`config.mk`:
```
export PLATFORM = sky130hd
export DESIGN_NAME = x86_instruction_byte_encoder
export DESIGN_NICKNAME = d
export VERILOG_FILES = /design/src/rtl/core/xibe_pkg.sv /design/src/rtl/core/xibe_front.sv /design/src/rtl/core/xibe_queue.sv /design/src/rtl/core/xibe_back.sv /design/src/rtl/core/x86_instruction_byte_encoder.sv
export SDC_FILE = /design/constraint.sdc
export NUM_CORES = 1
export LEC_CHECK = 0
export BUFFER_PORTS_ARGS = -buffer_cell sky130_fd_sc_hd__buf_2
export CAP_MARGIN = 30
export CORE_UTILIZATION = 55
export CTS_BUF_LIST = sky130_fd_sc_hd__clkbuf_8 sky130_fd_sc_hd__clkbuf_16
export DETAILED_ROUTE_END_ITERATION = 8
export PLACE_DENSITY = 0.78
export SLEW_MARGIN = 20
export SYNTH_ARGS = -nofsm -noshare
export SYNTH_HDL_FRONTEND = slang
export SYNTH_SLANG_ARGS = --single-unit
```
`constraint.sdc`:
```
create_clock -name clock -period 11.05 [get_ports clock]
set_clock_uncertainty 0.2 [all_clocks]
set_input_delay 0.5525 -clock clock [delete_from_list [all_inputs] [get_ports clock]]
set_output_delay 0.5525 -clock clock [all_outputs]
set_load 0.01 [all_outputs]
```
`src/rtl/core/xibe_pkg.sv`:
```
// Shared types and constants for the x86 instruction byte encoder.
`default_nettype none
package xibe_pkg;

   localparam int unsigned ENC_MAX_BYTES = 11;
   localparam int unsigned LEN_W         = 4;

   typedef logic [ENC_MAX_BYTES-1:0][7:0] enc_bytes_type;

   // One encoded instruction as it travels from the front end to the emitter.
   typedef struct packed {
      enc_bytes_type    bytes;
      logic [LEN_W-1:0] len;
   } enc_type;

   // Queue status seen by both sides.
   typedef struct packed {
      logic full;
      logic empty;
   } q_stat_type;

   typedef enum logic [3:0] {
      CMD_NOP      = 4'd0,
      CMD_XOR      = 4'd1,
      CMD_RET      = 4'd2,
      CMD_RET_POP  = 4'd3,
      CMD_CALL     = 4'd4,
      CMD_PUSH_REG = 4'd5,
      CMD_PUSH_IMM = 4'd6,
      CMD_POP      = 4'd7,
      CMD_INC      = 4'd8,
      CMD_DEC      = 4'd9,
      CMD_MOV_RR   = 4'd10,
      CMD_MOV_RI   = 4'd11,
      CMD_STORE    = 4'd12,
      CMD_LOAD     = 4'd13,
      CMD_MEM_IMM  = 4'd14
   } cmd_type;

   localparam logic [1:0] SZ_16 = 2'd1;
   localparam logic [1:0] SZ_8  = 2'd2;

   localparam logic [2:0] REG_ESP = 3'd4;
   localparam logic [2:0] REG_EBP = 3'd5;

   localparam logic [7:0] PFX_OPSIZE  = 8'h66;
   localparam logic [7:0] OP_NOP      = 8'h90;
   localparam logic [7:0] OP_RET      = 8'hC3;
   localparam logic [7:0] OP_RET_POP  = 8'hC2;
   localparam logic [7:0] OP_PUSH_I8  = 8'h6A;
   localparam logic [7:0] OP_PUSH_I32 = 8'h68;
   localparam logic [7:0] OP_MOV_MI   = 8'hC7;
   localparam logic [7:0] OP_MOV_LOAD = 8'h8B;
   localparam logic [7:0] OP_MOV_STOR = 8'h89;
   localparam logic [7:0] OP_GRP_FE   = 8'hFE;
   localparam logic [7:0] OP_GRP_FF   = 8'hFF;
   localparam logic [7:0] SIB_ESP     = 8'h24;
   localparam logic [6:0] OP_XOR_HI   = 7'b0011001;

   // True when a 32-bit value sign-extends from its low byte.
   function automatic logic fits8(input logic [31:0] v);
      return (v[31:7] == '0) || (v[31:7] == '1);
   endfunction

endpackage
`default_nettype wire

```
`src/rtl/core/xibe_front.sv`:
```
// Front end: decodes one instruction description into its byte string.
`default_nettype none
module xibe_front (
   input  wire logic [3:0]       command,
   input  wire logic [1:0]       operand_size,
   input  wire logic [2:0]       reg_a,
   input  wire logic [2:0]       reg_b,
   input  wire logic             has_offset,
   input  wire logic [31:0]      offset,
   input  wire logic [31:0]      immediate,
   input  wire logic [15:0]      pop_count,
   output xibe_pkg::enc_type     enc,
   output logic                  enc_nonempty
);
   import xibe_pkg::*;

   enc_bytes_type    b;
   logic [LEN_W-1:0] n;
   logic             sz8;
   logic             sz16;
   logic             sub;
   logic             mem_has;
   logic [31:0]      mem_disp;
   logic             mem_short;
   logic [2:0]       mem_reg;
   logic [1:0]       mem_mod;

   always_comb begin
      sz8       = (operand_size == SZ_8);
      sz16      = (operand_size == SZ_16);
      sub       = (command == CMD_DEC);
      // A plain [EBP] has no mod-00 form, so it goes out as [EBP+0].
      mem_has   = has_offset || (reg_a == REG_EBP);
      mem_disp  = has_offset ? offset : 32'd0;
      mem_short = fits8(mem_disp);
      mem_reg   = (command == CMD_MEM_IMM) ? 3'd0 : reg_b;
      mem_mod   = !mem_has ? 2'b00 : (mem_short ? 2'b01 : 2'b10);

      b = '0;
      n = '0;
      unique case (command)
         CMD_NOP: begin
            b[n] = OP_NOP; n = n + 4'd1;
         end
         CMD_XOR: begin
            if (sz16) begin
               b[n] = PFX_OPSIZE; n = n + 4'd1;
            end
            b[n] = {OP_XOR_HI, ~sz8}; n = n + 4'd1;
            b[n] = {2'b11, reg_a, reg_b}; n = n + 4'd1;
         end
         CMD_RET: begin
            b[n] = OP_RET; n = n + 4'd1;
         end
         CMD_RET_POP: begin
            b[n] = OP_RET_POP; n = n + 4'd1;
            b[n] = pop_count[7:0]; n = n + 4'd1;
            b[n] = pop_count[15:8]; n = n + 4'd1;
         end
         CMD_CALL: begin
            b[n] = OP_GRP_FF; n = n + 4'd1;
            b[n] = {5'b11010, reg_a}; n = n + 4'd1;
         end
         CMD_PUSH_REG: begin
            b[n] = {5'b01010, reg_a}; n = n + 4'd1;
         end
         CMD_PUSH_IMM: begin
            if (fits8(immediate)) begin
               b[n] = OP_PUSH_I8; n = n + 4'd1;
               b[n] = immediate[7:0]; n = n + 4'd1;
            end else begin
               b[n] = OP_PUSH_I32; n = n + 4'd1;
               b[n] = immediate[7:0]; n = n + 4'd1;
               b[n] = immediate[15:8]; n = n + 4'd1;
               b[n] = immediate[23:16]; n = n + 4'd1;
               b[n] = immediate[31:24]; n = n + 4'd1;
            end
         end
         CMD_POP: begin
            b[n] = {5'b01011, reg_a}; n = n + 4'd1;
         end
         CMD_INC, CMD_DEC: begin
            if (sz8) begin
               b[n] = OP_GRP_FE; n = n + 4'd1;
               b[n] = {2'b11, 2'b00, sub, reg_a}; n = n + 4'd1;
            end else begin
               if (sz16) begin
                  b[n] = PFX_OPSIZE; n = n + 4'd1;
               end
               b[n] = {4'b0100, sub, reg_a}; n = n + 4'd1;
            end
         end
         CMD_MOV_RR: begin
            b[n] = OP_MOV_LOAD; n = n + 4'd1;
            b[n] = {2'b11, reg_a, reg_b}; n = n + 4'd1;
         end
         CMD_MOV_RI: begin
            b[n] = {5'b10111, reg_a}; n = n + 4'd1;
            b[n] = immediate[7:0]; n = n + 4'd1;
            b[n] = immediate[15:8]; n = n + 4'd1;
            b[n] = immediate[23:16]; n = n + 4'd1;
            b[n] = immediate[31:24]; n = n + 4'd1;
         end
         CMD_STORE, CMD_LOAD, CMD_MEM_IMM: begin
            if (command == CMD_MEM_IMM) begin
               b[n] = OP_MOV_MI; n = n + 4'd1;
            end else if (command == CMD_LOAD) begin
               b[n] = OP_MOV_LOAD; n = n + 4'd1;
            end else begin
               b[n] = OP_MOV_STOR; n = n + 4'd1;
            end
            b[n] = {mem_mod, mem_reg, reg_a}; n = n + 4'd1;
            if (reg_a == REG_ESP) begin
               b[n] = SIB_ESP; n = n + 4'd1;
            end
            if (mem_has) begin
               b[n] = mem_disp[7:0]; n = n + 4'd1;
               if (!mem_short) begin
                  b[n] = mem_disp[15:8]; n = n + 4'd1;
                  b[n] = mem_disp[23:16]; n = n + 4'd1;
                  b[n] = mem_disp[31:24]; n = n + 4'd1;
               end
            end
            if (command == CMD_MEM_IMM) begin
               b[n] = immediate[7:0]; n = n + 4'd1;
               b[n] = immediate[15:8]; n = n + 4'd1;
               b[n] = immediate[23:16]; n = n + 4'd1;
               b[n] = immediate[31:24]; n = n + 4'd1;
            end
         end
         default: begin
            // Unassigned command: nothing is emitted.
         end
      endcase

      enc.bytes    = b;
      enc.len      = n;
      enc_nonempty = (n != '0);
   end

endmodule
`default_nettype wire

```
`src/rtl/core/xibe_queue.sv`:
```
// Two-entry queue of encoded instructions between front end and emitter.
`default_nettype none
module xibe_queue (
   input  wire logic              clock,
   input  wire logic              reset,
   input  wire logic              push,
   input  wire xibe_pkg::enc_type push_data,
   input  wire logic              pop,
   output xibe_pkg::enc_type      head,
   output xibe_pkg::q_stat_type   stat
);
   import xibe_pkg::*;

   enc_type    head_ff;
   enc_type    head_in;
   enc_type    tail_ff;
   enc_type    tail_in;
   logic [1:0] count_ff;
   logic [1:0] count_in;

   always_comb begin
      head_in  = head_ff;
      tail_in  = tail_ff;
      count_in = count_ff;
      if (push && !pop) begin
         if (count_ff == 2'd0) begin
            head_in = push_data;
         end else begin
            tail_in = push_data;
         end
         count_in = count_ff + 2'd1;
      end else if (pop && !push) begin
         head_in  = tail_ff;
         count_in = count_ff - 2'd1;
      end else if (pop && push) begin
         if (count_ff == 2'd1) begin
            head_in = push_data;
         end else begin
            head_in = tail_ff;
            tail_in = push_data;
         end
      end
   end

   always_ff @(posedge clock) begin
      head_ff <= head_in;
      tail_ff <= tail_in;
      if (reset) begin
         count_ff <= 2'd0;
      end else begin
         count_ff <= count_in;
      end
   end

   assign head       = head_ff;
   assign stat.full  = (count_ff == 2'd2);
   assign stat.empty = (count_ff == 2'd0);

endmodule
`default_nettype wire

```
`src/rtl/core/xibe_back.sv`:
```
// Back end: shifts one encoded instruction out a byte per word.
`default_nettype none
module xibe_back (
   input  wire logic                 clock,
   input  wire logic                 reset,
   input  wire xibe_pkg::enc_type    head,
   input  wire xibe_pkg::q_stat_type stat,
   output logic                      pop,
   output logic                      out_valid,
   input  wire logic                 out_ready,
   output logic [7:0]                out_byte,
   output logic [3:0]                out_index,
   output logic                      out_last
);
   import xibe_pkg::*;

   enc_bytes_type    bytes_ff;
   enc_bytes_type    bytes_in;
   logic [LEN_W-1:0] left_ff;
   logic [LEN_W-1:0] left_in;
   logic [3:0]       index_ff;
   logic [3:0]       index_in;
   logic             valid_ff;
   logic             valid_in;
   logic             take;
   logic             free;

   always_comb begin
      take     = valid_ff && out_ready;
      free     = !valid_ff || (take && (left_ff == 4'd1));
      pop      = free && !stat.empty;
      bytes_in = bytes_ff;
      left_in  = left_ff;
      index_in = index_ff;
      valid_in = valid_ff;
      if (free) begin
         valid_in = !stat.empty;
         bytes_in = head.bytes;
         left_in  = head.len;
         index_in = 4'd0;
      end else if (take) begin
         bytes_in = bytes_ff >> 8;
         left_in  = left_ff - 4'd1;
         index_in = index_ff + 4'd1;
      end
   end

   always_ff @(posedge clock) begin
      bytes_ff <= bytes_in;
      left_ff  <= left_in;
      index_ff <= index_in;
      if (reset) begin
         valid_ff <= 1'b0;
      end else begin
         valid_ff <= valid_in;
      end
   end

   assign out_valid = valid_ff;
   assign out_byte  = bytes_ff[0];
   assign out_index = index_ff;
   assign out_last  = (left_ff == 4'd1);

endmodule
`default_nettype wire

```
`src/rtl/core/x86_instruction_byte_encoder.sv`:
```
// Top level of the x86 instruction byte encoder.
// The first byte of an instruction appears once its word has passed the queue head register
// and, when the emitter is free, the emitter register. Throughput: one output word per cycle
// while rsp_tready is high, for instructions of 1 to 11 bytes; the single byte-wide port sets it.
// The request side accepts one word per cycle while the two-entry queue has room.
// Reset (synchronous, active high) empties the queue and the emitter; no word is pending after.
`default_nettype none
module x86_instruction_byte_encoder (
   input  wire logic        clock,
   input  wire logic        reset,
   input  wire logic        req_tvalid,
   output logic             req_tready,
   // From bit 0: command[3:0], operand_size[5:4], reg_a[8:6], reg_b[11:9],
   // has_offset[12], offset[44:13], immediate[76:45], pop_count[92:77], zero pad.
   input  wire logic [95:0] req_tdata,
   output logic             rsp_tvalid,
   input  wire logic        rsp_tready,
   // From bit 0: code_byte[7:0], byte_index[11:8], zero pad.
   output logic [15:0]      rsp_tdata,
   output logic             rsp_tlast
);
   import xibe_pkg::*;

   enc_type    enc;
   logic       enc_nonempty;
   enc_type    q_head;
   q_stat_type q_stat;
   logic       q_push;
   logic       q_pop;
   logic [7:0] out_byte;
   logic [3:0] out_index;

   // The front end is purely combinational: a request word is decoded in the
   // cycle it is accepted and written straight into the queue.
   xibe_front u_front (
      .command      (req_tdata[3:0]),
      .operand_size (req_tdata[5:4]),
      .reg_a        (req_tdata[8:6]),
      .reg_b        (req_tdata[11:9]),
      .has_offset   (req_tdata[12]),
      .offset       (req_tdata[44:13]),
      .immediate    (req_tdata[76:45]),
      .pop_count    (req_tdata[92:77]),
      .enc          (enc),
      .enc_nonempty (enc_nonempty)
   );

   // Readiness depends only on queue occupancy, never on the output side,
   // so the two handshakes are fully decoupled. An unassigned command is
   // accepted and dropped since it encodes to no bytes.
   assign req_tready = !q_stat.full;
   assign q_push     = req_tvalid && req_tready && enc_nonempty;

   xibe_queue u_queue (
      .clock     (clock),
      .reset     (reset),
      .push      (q_push),
      .push_data (enc),
      .pop       (q_pop),
      .head      (q_head),
      .stat      (q_stat)
   );

   // The emitter reloads from the queue in the same cycle its last byte is
   // taken, so consecutive instructions stream without a gap.
   xibe_back u_back (
      .clock     (clock),
      .reset     (reset),
      .head      (q_head),
      .stat      (q_stat),
      .pop       (q_pop),
      .out_valid (rsp_tvalid),
      .out_ready (rsp_tready),
      .out_byte  (out_byte),
      .out_index (out_index),
      .out_last  (rsp_tlast)
   );

   assign rsp_tdata = {4'd0, out_index, out_byte};

endmodule
`default_nettype wire

```
== Word level (Yosys, flattened, before mapping) ==
Index checks and enable logic that the tools add are counted.
Storage, ports and cells
  flip-flop bits (word level): 283
  output and inout port bits: 19
  word-level logic and storage cells: 252
Cells by class
  add/sub/neg operators: 17
  order comparisons: 26
  equal/unequal tests: 27
  muxes and demuxes: 94
  bitwise operators: 4
  reductions and logical operators: 45
Operators with widths (count)
  bitwise mux 88 bit: 12
  two-way mux 92 bit: 10
  two-way mux 88 bit: 8
  demux 8 bit (select 4 bit): 13
  two-way mux 8 bit: 18
  case mux 48 bit (3 select lines): 1
  case mux 8 bit (12 select lines): 1
  case mux 16 bit (5 select lines): 1
  two-way mux 72 bit: 1
  AND 66 bit: 1
  inverter 66 bit: 1
  < comparator 4 x 5 -> 1 bit (second input constant): 13
  case mux 8 bit (8 select lines): 1
  adder 4 x 1 -> 4 bit (second input constant): 14
  greater-or-equal comparator 4 x 1 -> 1 bit (second input constant): 13
  two-way mux 4 bit: 13
  equality test 25 bit (second input constant): 2
  zero test 25 bit: 2
  case mux 8 bit (6 select lines): 1
  two-way mux 32 bit: 1
  case mux 4 bit (8 select lines): 1
  equality test 4 bit (second input constant): 7
  two-way mux 24 bit: 1
  bitwise OR 22 bit: 1
  other kinds (30): 76

== Logic depth before layout (Yosys ltp) ==
  depth in word-level cells: 29
  mapped depth: 25

== By module ==
A second synthesis with hierarchy kept.
Unflattened totals
  cells, all modules: 1531
  area total of the unflattened synthesis: 17402.9 um^2
Modules (own cells, without submodules)
  xibe_queue: instances 1, cells an instance 317, area an instance 7194.4 um^2, sequential area each 5565.3 um^2
  xibe_front: instances 1, cells an instance 972, area an instance 5954.5 um^2, sequential area each 0.0 um^2
  xibe_back: instances 1, cells an instance 235, area an instance 4207.8 um^2, sequential area each 2862.7 um^2
  x86_instruction_byte_encoder: instances 1, cells an instance 7, area an instance 46.3 um^2, sequential area each 0.0 um^2

== Worst setup path before layout ==
No wires, ideal clock.
  kind: input -> register
  from: input port req_tdata[12]
  to: register u_queue.tail_ff[0] in the netlist's numbering, enable pin
  arrival: 10.488 ns
  required time: 10.181 ns
  path slack: -0.307 ns
  stages on the path: 20
  path buffers: 6
  cell sequence: buf_2 nand4_1 nor4_2 a21oi_2 clkbuf_1 nand2_1 buf_2 buf_1 ha_1 clkbuf_1 o21ai_0 o21ai_0 buf_1 o221ai_1 a211oi_1 o211ai_1 and2_1 ha_1 inv_1 o21ai_0
RTL lines
  from (decl): RTL line x86_instruction_byte_encoder.sv:15  | input wire logic [95:0] req_tdata,
  to (signal assigned): RTL line xibe_queue.sv:47  | tail_ff <= tail_in;
  to (decl): RTL line xibe_queue.sv:16  | enc_type tail_ff;

==> out/results.ini <==
[status]
status = finished, violations left
failed_checks = design-rule violations

[synthesis]
syn_area_per_cell_um2 = 9.531
syn_area_mm2 = 0.01608
synthTopCellsByCount = 432 x nand2_1, 276 x edfxtp_1, 134 x nor2_1
synth_area_leaders = edfxtp_1 52%, nand2_1 10%, nor2_1 3.1%
synth_fa_ha_area_frac = 0.01167
syn_inst = 1687
yosys.area.top_type = edfxtp_1
synth_top_family_by_area = simple AND/OR/NAND/NOR gates
synth_xor_area_frac = 0.002724
synth-main-ff-cell = edfxtp_1
synthMuxAreaShare = 0.03969
ys_seq_elements = 283
synth-simple-area-share = 0.1899
synth_warnings = 0
yosysTopAreaCellShare = 0.5154
netlist-cell-type-count = 76
synth_compound_area_frac = 0.1836
synth-seq-area-share = 0.5242
synthMostInstantiatedCell = nand2_1
synth-edff-count = 276
synthArstFlopShare = 0

[setup_path]
rr_endpoint = u_queue.tail_ff[42]
critPathLaunchType = input pin
crit_arrival_ns = 6.40
crit_fanout = 27
path_class = in -> reg
end_kind = register
crit_start = req_tdata[12]
r2r_slack_ns = 7.03
rr_startpoint = u_back.left_ff[1]
worstPathRequired_ns = 11.25
r2r_cells = 12
crit_end = u_queue.head[49]

[grt]
gr-usage-all-layers = 0.3531
grt_pass1_vias = 12850
antenna_found_initial = 5
grt_max_degree = 98
grt_first_pass_wirelength_um = 79580
overflow = 0

[power]
pwr-share-clk = 0.218
power_frac_seq = 0.473
internal_power_mw = 2.818
p_leak_nw = 6.764
p_switching_mw = 1.432
swShare = 0.3370
vdd_ir_drop_max_mv = 0.1977
p_comb_frac = 0.309
report.power.total_mw = 4.250
power.density_mw_per_mm2 = 240.2

[placement]
routabilityCongestion = 0.9976
place_hpwl_um = 36680
io_buffers = 111

[sta]
rsz0062_at_grt = false
max_freq_ghz = 0.1611
fin_crit_sh = 0.5618
setup_viol = 0
hold_ws_ns = 0.2263
finalCriticalPeriod_ns = 6.208
finalHoldViolations = 0
slew_violations = 0
worstMarginPinSlew_ns = 1.020
fin_setup_tns_ns = 0
max_slew_margin = 0.3130

[die]
die_area_mm2 = 0.02992
fp.dieW_um = 173.0
num_rows = 62
die_h_um = 173.0
io_pins = 119
start_util = 0.5602
coreArea_mm2 = 0.02870

[flow_run]
drv_cap = 0

[routing]
routed_wl_um = 54040
ant_nets = 0
via_per_inst = 6.620
drt_iter0_markers = 2199
drt_first_pass_iters = 9
route.detailed.drc = 21
drt-wirelength-per-cell_um = 25.59
vias = 13980

[layout]
layout.nets = 1823
drive_above_1_share = 0.1389
n_antenna_cell = 0
area_growth_pct = 10.03
fin_util = 0.6164

[cts]
cts_buffer_depth = 3
clock_latency_ns = 0.54
clkSinkCount = 283
clkTransAtPathRegs_ns = 0.07
post_cts_resized = 0
cts_tree = yes
cts-root-buf = clkbuf_16
cts_max_level = 1
numCtsBuffers = 27

[min_path]
hp-class = in -> reg

layer usage:
metal  routed length, um  vias up  track usage
met1               21460     6565       0.5000
met5                  43        -            0
met4                2606        6       0.1456
met2               23380      948       0.5262
li1                    -     6258            -
met3                6551      204      0.07916
how the worst min path moves through the flow:
stage                              from  slack, ns  depth (start not counted)                   to
floorplan           u_back.bytes_ff[18]       0.28                          2  u_back.bytes_ff[10]
global placement    u_back.bytes_ff[34]       0.29                          2  u_back.bytes_ff[26]
detailed placement  u_back.bytes_ff[46]       0.29                          2  u_back.bytes_ff[38]
CTS                       req_tdata[89]       0.19                          3  u_queue.tail_ff[24]
global route              req_tdata[89]       0.24                          3  u_queue.tail_ff[24]
finish                    req_tdata[89]       0.23                          3  u_queue.tail_ff[24]
flip-flops by register name, indices dropped and copies added (netlist names):
name	count
u_back.bytes_ff	80
u_back.left_ff	4
u_back.out_byte	8
u_back.out_index	4
u_back.out_valid	1
u_queue.count_ff	2
u_queue.head	92
u_queue.tail_ff	92
placed cells by master, fill, tap and decap left out, types with 5 or more instances in the layout:
master	n
o31a_1	9
mux2_2	38
or3_1	6
ha_1	15
a31oi_1	28
o221ai_1	28
and2_1	22
o311ai_0	9
buf_2	111
a211oi_1	14
mux2i_1	21
nor4_1	15
clkinv_1	5
o21ai_0	66
nand3_1	16
nor2b_1	10
clkbuf_16	27
buf_4	29
a221o_1	11
a21oi_1	97
nand2_1	431
a32oi_1	7
inv_1	34
o22ai_1	9
a222oi_1	20
nand2b_1	13
nor2_1	133
o211ai_1	11
dfxtp_1	7
edfxtp_1	276
nor3_1	10
a22oi_1	23
and3_1	6
o31ai_1	31
o41ai_1	5
nand4_1	26
a221oi_1	18
critical path, cell delays in order:
cell and delay, ns:
buf_2 0.34, nand4_1 0.16, nor4_2 0.33, a21oi_2 0.09, buf_4 0.24, nand2_1 0.12, buf_4 0.31, ha_1 0.35
o22ai_1 0.10, o21ai_1 0.34, inv_1 0.52, ha_1 0.97, and2_1 0.61, a21oi_1 0.08, a221o_1 0.36, a222oi_1 0.61
mux2_2 0.28
repair_timing:
item	in CTS	in global routing
setup buffers	0	0
hold endpoints to repair	3	0
hold buffers	1	0
layout make-up:
type	instances	area [um2]
clock buffer	27	675.6
clock inverter	22	216.5
fill	2387	11010
inverter	31	116.4
multi-input combinational	1222	6937
sequential	283	8428
tap	384	480.5
timing repair buffer	143	838.3
power by group through the flow:
stage,clock network (mW),logic (mW),registers [mW]
after floorplan,0,0.893,2.01
after global placement,0,1.24,2.00
after detailed placement,0,1.27,2.03
after CTS,0.936,1.28,2.01
after global routing,0.976,1.44,2.05
final,0.926,1.31,2.01
cell families after synthesis:
| logic type | count (synthesis) |
|---|---|
| flip-flops | 283 |
| XOR/XNOR | 5 |
| other | 1 |
| AND/OR/NAND/NOR | 712 |
| buffers and inverters | 185 |
| multiplexers | 59 |
| AO/OA/AOI/OAI | 427 |
| adder cells (fa/ha/maj) | 15 |
per-stage QoR:
| stage | worst slack (ns) | cell area, um2 | std cells |
|---|---|---|---|
| global placement | 4.591 | 16720 | 2058 |
| CTS | 4.973 | 17630 | 2109 |
| floorplan | 2.180 | 16090 | 1690 |
| finish | 4.842 | 17690 | 2112 |
| detailed placement | 4.461 | 16730 | 2059 |
| global route | 4.608 | 17690 | 2112 |
No activity file was read; power rests on OpenSTA's default activity.
